$ cat src/hw/rtl/vgu_pkg.sv
// ----------------------------------------------------------------------------
// vgu_pkg
// Types, constants and rounding helpers for the 2D vector geometry unit.
// ----------------------------------------------------------------------------
package vgu_pkg;

	localparam int WORD_W = 32;
	localparam int FRAC_W = 16;

	localparam logic [2:0] ACT_LEN    = 3'd0;
	localparam logic [2:0] ACT_LEN_SQ = 3'd1;
	localparam logic [2:0] ACT_NORM   = 3'd2;
	localparam logic [2:0] ACT_DIST   = 3'd3;
	localparam logic [2:0] ACT_LINE   = 3'd4;
	localparam logic [2:0] ACT_DOT    = 3'd5;

	// square root: 96-bit radicand, 48-bit root, one root bit per stage
	localparam int SQ_RAD_W  = 96;
	localparam int SQ_ROOT_W = 48;
	localparam int SQ_REM_W  = 50;
	localparam int SQ_STEPS  = 48;

	// normalize divide: quotient never exceeds 2^16, so 18 bits cover it
	localparam int DIV_NUM_W = 64;
	localparam int DIV_DEN_W = 48;
	localparam int DIV_REM_W = 49;
	localparam int DIV_Q_W   = 18;

	localparam logic signed [67:0] WMAX68 = 68'sd2147483647;
	localparam logic signed [67:0] WMIN68 = -68'sd2147483648;
	localparam logic signed [67:0] RLIM68 = 68'sd4294967296;
	localparam logic [67:0] HALF68 = 68'd32768;

	typedef struct packed {
		logic [2:0]         action;
		logic signed [31:0] a_x;
		logic signed [31:0] a_y;
		logic signed [31:0] b_x;
		logic signed [31:0] b_y;
		logic signed [31:0] dir_x;
		logic signed [31:0] dir_y;
	} in_req_t;

	typedef struct packed {
		logic signed [31:0] scalar_out;
		logic signed [31:0] vec_x_out;
		logic signed [31:0] vec_y_out;
		logic               saturated;
	} out_req_t;

	// front-end context, stages 1 to 9
	typedef struct packed {
		logic [2:0]         action;
		logic               line;
		logic signed [31:0] ax;
		logic signed [31:0] ay;
		logic signed [31:0] ddx;
		logic signed [31:0] ddy;
		logic signed [32:0] dx;
		logic signed [32:0] dy;
		logic signed [66:0] sum;
		logic               npass;
		logic               nzero;
		logic signed [31:0] rval;
		logic               rsat;
	} ctx_t;

	// sideband carried alongside the square root and divide
	typedef struct packed {
		logic [2:0]         action;
		logic               line;
		logic               npass;
		logic               nzero;
		logic signed [31:0] ax;
		logic signed [31:0] ay;
		logic signed [31:0] rval;
		logic               rsat;
		logic signed [31:0] lval;
		logic               lsat;
	} side_t;

	// shift right by the fraction width, round to nearest, ties away from zero
	function automatic logic signed [67:0] round_shift(input logic signed [67:0] a);
		logic [67:0] mag_v;
		logic [67:0] sh_v;
		mag_v = a[67] ? (~a + 68'd1) : a;
		sh_v = (mag_v + HALF68) >> FRAC_W;
		return a[67] ? (~sh_v + 68'd1) : sh_v;
	endfunction

	// clip to the word range; top bit is the clip flag
	function automatic logic [32:0] clamp_word(input logic signed [67:0] a);
		if (a > WMAX68)
			return {1'b1, WMAX68[31:0]};
		else if (a < WMIN68)
			return {1'b1, WMIN68[31:0]};
		else
			return {1'b0, a[31:0]};
	endfunction

	// residual clip to +-2^32
	function automatic logic signed [33:0] clamp_res(input logic signed [67:0] a);
		if (a > RLIM68)
			return RLIM68[33:0];
		else if (a < -RLIM68)
			return -RLIM68[33:0];
		else
			return a[33:0];
	endfunction

endpackage

$ cat src/hw/rtl/vgu_div.sv
// ----------------------------------------------------------------------------
// vgu_div
// Pipelined restoring divider, one quotient bit per stage, short quotient.
// ----------------------------------------------------------------------------
module vgu_div import vgu_pkg::*; (
	input  logic                 clk,
	input  logic                 en,
	input  logic [DIV_NUM_W-1:0] num,
	input  logic [DIV_DEN_W-1:0] den,
	output logic [DIV_Q_W-1:0]   quo
);

	localparam int DIV_STEPS_LOCAL = DIV_Q_W;

	logic [DIV_REM_W-1:0] rem_sn [DIV_STEPS_LOCAL];
	logic [DIV_Q_W-1:0]   low_sn [DIV_STEPS_LOCAL];
	logic [DIV_DEN_W-1:0] den_sn [DIV_STEPS_LOCAL];
	logic [DIV_Q_W-1:0]   quo_sn [DIV_STEPS_LOCAL];

	for (genvar g = 0; g < DIV_STEPS_LOCAL; g++) begin : g_step
		logic [DIV_REM_W-1:0] rem_in;
		logic [DIV_Q_W-1:0]   low_in;
		logic [DIV_DEN_W-1:0] den_in;
		logic [DIV_Q_W-1:0]   quo_in;
		logic [DIV_REM_W-1:0] rem2;
		logic                 ge;

		if (g == 0) begin : g_first
			// quotient fits in DIV_Q_W bits, so the top part is below den
			assign rem_in = {{(DIV_REM_W-DIV_NUM_W+DIV_Q_W){1'b0}},
				num[DIV_NUM_W-1:DIV_Q_W]};
			assign low_in = num[DIV_Q_W-1:0];
			assign den_in = den;
			assign quo_in = '0;
		end else begin : g_next
			assign rem_in = rem_sn[g-1];
			assign low_in = low_sn[g-1];
			assign den_in = den_sn[g-1];
			assign quo_in = quo_sn[g-1];
		end

		assign rem2 = {rem_in[DIV_REM_W-2:0], low_in[DIV_Q_W-1]};
		assign ge   = rem2 >= {1'b0, den_in};

		always_ff @(posedge clk) begin
			if (en) begin
				rem_sn[g] <= ge ? (rem2 - {1'b0, den_in}) : rem2;
				low_sn[g] <= {low_in[DIV_Q_W-2:0], 1'b0};
				den_sn[g] <= den_in;
				quo_sn[g] <= {quo_in[DIV_Q_W-2:0], ge};
			end
		end
	end

	assign quo = quo_sn[DIV_STEPS_LOCAL-1];

endmodule

$ cat config.mk
export PLATFORM = sky130hd
export DESIGN_NAME = vgu_div
export DESIGN_NICKNAME = d
export VERILOG_FILES = /design/src/hw/rtl/vgu_pkg.sv /design/src/hw/rtl/vgu_div.sv
export SDC_FILE = /design/constraint.sdc
export NUM_CORES = 2
export LEC_CHECK = 0
export BUFFER_PORTS_ARGS = -buffer_cell sky130_fd_sc_hd__buf_4
export CAP_MARGIN = 20
export CORE_ASPECT_RATIO = 0.6
export CORE_UTILIZATION = 69
export DETAILED_ROUTE_END_ITERATION = 12
export PLACE_DENSITY = 0.89
export SETUP_SLACK_MARGIN = 0.02
export SYNTH_ARGS = -nofsm -noshare
export SYNTH_HDL_FRONTEND = slang
export SYNTH_SLANG_ARGS = --single-unit
$ cat constraint.sdc
create_clock -name clk -period 5.7 [get_ports clk]
set_input_delay 0.57 -clock clk [delete_from_list [all_inputs] [get_ports clk]]
set_output_delay 0.57 -clock clk [all_outputs]
set_load 0.01 [all_outputs]
Word level (Yosys, flattened, before mapping)
Memory sizes are Yosys's and may differ from the RTL's.
Index checks and enable logic that the tools add are counted.

word-level totals
  flip-flop bits (word level) = 0
  RAM bits = 2376
  logic and storage cells = 60
  memories kept = 4

memories
  name    depth  width  read ports  clocked after memory_dff  write ports  RTL line       RTL
  rem_sn  18     49     17          0                         18           vgu_div.sv:15  logic [DIV_REM_W-1:0] rem_sn [DIV_STEPS_LOCAL];
  den_sn  18     48     17          0                         18           vgu_div.sv:17  logic [DIV_DEN_W-1:0] den_sn [DIV_STEPS_LOCAL];
  quo_sn  18     18     18          0                         18           vgu_div.sv:18  logic [DIV_Q_W-1:0] quo_sn [DIV_STEPS_LOCAL];
  low_sn  18     17     17          0                         18           vgu_div.sv:16  logic [DIV_Q_W-1:0] low_sn [DIV_STEPS_LOCAL];

operators by class
  add/sub/neg operators = 18
  magnitude comparators = 18
  mux-type cells = 20

operators with widths
  kind            count
  $mux 49         18
  $ge 49x48->1    17
  $sub 49x48->49  17
  $sub 47x48->49  1
  $ge 47x48->1    1
  $mux 1          2

Longest topological paths before layout
An unclocked memory read counts as a cell.

  depth after elaboration = 3
  mapped depth = 17
  depth with buffers taken out = 14

Worst setup path before layout
OpenSTA, ideal clock, no wires.

  path kind = input to register
  start = input port den[2]
  end = memory rem_sn[0][40], data pin
  setup time = 0.260 ns
  arrival = 3.437 ns
  path slack = 2.003 ns
  stages = 15
  cell sequence = inv_1 -> ha_1 -> o21a_1 -> o31a_1 -> o21a_1 -> nor2_1 -> o41ai_1 -> o21bai_1 -> o21a_1 -> o21a_1 -> o21ai_0 -> a21o_1 -> buf_2 -> buf_2 -> mux2_2

RTL lines
  item                RTL line       RTL
  start: declaration  vgu_div.sv:9   input logic [DIV_DEN_W-1:0] den,
  end: declaration    vgu_div.sv:15

==> results.toml <==
[floorplan]
die-area_sq_um = 170000
die_x_um = 531
core_area_sq_um = 167000
die_h_um = 320
boundaryPins = 132
row_count = 116
initial_core_util = 0.695

[min_path]
hold_path_class = "in2reg"

[sta]
fin_crit_ns = 5.68
setup_slack_ns = 0.0229
grt_setup_unrepaired = "false"
hold_violations = 0
skew_ns = 0.0692
finalSetupViolations = 0
relSlewSlack = 0.210
setup-tns-final_ns = 0
fmax_ghz = 0.176
drv_slew = 0
post-route-period-util = 0.996
tightestPinTransition_ns = 1.17

[clocking]
cts_tree = "done"
clock_sinks = 1956
cts_made_buffers = 187
path_clk_slew_ns = 0.07
htree_levels = 4
postCtsSetupBuffers = 0
clk_root_buffer_cell = "clkbuf_16"
insertion_delay_ns = 0.88
ctsLongestPathBuffers = 4

[finish]
area.growth.synth_to_final_pct = 9.28
nets = 11900
layout-drive-gt1-share = 0.0899
layout_common_cells = "1956 x edfxtp_1, 1058 x inv_1, 958 x a21oi_1"
final_common_cell = "edfxtp_1"

[critical_path]
cp_max_fo = 5
reg2reg_slack_ns = 0.02
critPathArrivalTime_ns = 6.26
critPathKind = "reg2reg"
cp-end-kind = "flop"
startpoint_type = "flop"
required_ns = 6.29

[synth]
postSynth.asyncResetShare = 0
synthMuxAreaShare = 0.0393
synth-seq-area-share = 0.506
synth-simple-area-share = 0.0940
synth-compound-area-share = 0.165
syn-num-nets = 11700
synthAdderAreaFrac = 0.0960
synthCells = 10700
synth_seq_cells = 1956
yosys_warnings = 0
synth_top_family_by_area = "compound AO/OA/AOI/OAI gates"
syn_area_per_cell_sq_um = 10.9
synth_edf_count = 1956
synthFlopType = "edfxtp_1"
synthDistinctLibCells = 100
synth-xor-area-share = 0.0529
synth_area_sq_um = 116000

[place]
dpl.hpwl_mm = 260
dp_slack_ns = 0.317
place_congestion = 1.06
numPortBuffers = 131

[pwr]
powerDensity_nw_per_um2 = 596
clockPowerShare = 0.171
pwr-share-comb = 0.514
peakVddDrop_v = 0.000355
p_leak_nw = 52.9
switching_share = 0.420
p_int_mw = 43.9
power_switching_mw = 31.7
p_seq_frac = 0.315

[detailed_routing]
drtIter0Drc = 15600
post_drt_wl_per_cell_um = 26.4
vias_per_cell = 6.79
num_vias = 90000
drt_first_pass_iters = 7
routed_wl_mm = 350
drc = 0
ant_nets = 0

[run]
max_cap_violations = 0

[global_route]
grt_max_degree = 188
antenna_found_initial = 27
grt_pass1_wl_mm = 517
grtUsageTotal = 0.402
grt_remaining_overflow = 0
grt_pass1_vias = 82400

[status]
outcome = "finished, final reports clean"
per-stage QoR:
step	instance area (sq um)	util	power [mW]	std cells	hold WS, ns
detailed placement	120000	0.719	60.2	12800	0.405
global route	127000	0.760	79.0	13200	0.0297
CTS	127000	0.759	73.7	13200	0.00296
global placement	120000	0.719	58.6	12800	0.401
finish	127000	0.760	75.6	13300	0.0319
floorplan	116000	-	49.2	10700	0.400
kinds of logic after synthesis:
logic type | after synthesis
fa+ha+maj | 880
flops | 1956
mux | 407
buf+inv | 1388
simple gates | 2295
xor+xnor | 701
compound gates | 3034
routing by layer:
metal,track usage,up-vias,part of all wire
met5,0,-,0.00092
met4,0.0677,20,0.017
met3,0.204,610,0.19
met2,0.473,6634,0.35
met1,0.643,43100,0.43
li1,-,39700,-
worst paths after layout:
| kind | start | end | depth (start not counted) |
|---|---|---|---|
| max | rem_sn[2][1] | rem_sn[3][46] | 12 |
| min | num[19] | rem_sn[0][2] | 2 |
| max reg2reg | rem_sn[2][1] | rem_sn[3][46] | 12 |
| min reg2reg | quo_sn[10][1] | quo_sn[11][2] | 0 |
cell usage after synthesis, drive strengths merged, types with 17 or more instances:
library cell,instances,area [sq um]
edfxtp,1956,58700
inv,1061,3980
a21oi,960,4810
ha,863,10800
nand2,756,2840
o21ai,654,3280
a21o,567,4260
nor2,558,2100
xnor2,423,3700
mux2,376,4250
xor2,278,2430
clkbuf,243,912
nand3,179,901
nand4,161,1010
o21bai,135,1010
nand2b,110,688
nor2b,110,688
o21a,107,803
nor3,106,531
and3,92,576
a31oi,86,544
buf,83,457
a211oi,80,611
o31ai,70,526
o211ai,50,375
and2,45,282
nor4,44,282
o31a,33,289
a221oi,31,272
mux2i,31,310
or3,30,188
a21boi,26,199
a211o,21,184
o41ai,21,210
or2,21,131
a41oi,20,175
fa,17,340
registers in the layout, summed over array words and instances (netlist names):
name	count
quo_sn	171
den_sn	816
low_sn	153
rem_sn	816
power by group through the flow:
stage	combinational (mW)	sequential, mW	clock, mW
detailed placement	36.4	23.8	0
CTS	37.2	23.7	12.9
global placement	34.8	23.8	0
floorplan	26.4	22.8	0
finish	38.9	23.8	12.9
global route	41.5	24.0	13.4
area by class of cell:
type / count / area, sq um
timing repair buffer: 341 / 3130
tap: 2242 / 2810
fill: 10600 / 40000
inverter: 1062 / 3990
sequential: 1956 / 58700
antenna: 23 / 57.6
multi-input combinational: 7317 / 52000
clock buffer: 219 / 4840
clock inverter: 107 / 1150
what timing repair did:
| action | 4_1_cts | 5_1_grt |
|---|---|---|
| hold buffers | 65 | 0 |
| endpoints found under the hold margin | 65 | 0 |
| resized for setup | 0 | 2 |
| setup endpoints to repair | 0 | 4 |
worst max-delay path, cell delays in order (launching register included):
cell and delay (ns):
edfxtp_1 0.45, ha_1 0.44, nor2b_1 0.21, o31ai_1 0.67, a21oi_1 0.29, o21ai_0 0.92
o31ai_2 0.29, a21oi_1 0.38, a21oi_1 0.29, o41ai_2 0.78, nor3b_1 0.10, a211o_1 0.29
mux2_2 0.25
No activity file was read; power rests on OpenSTA's default activity.
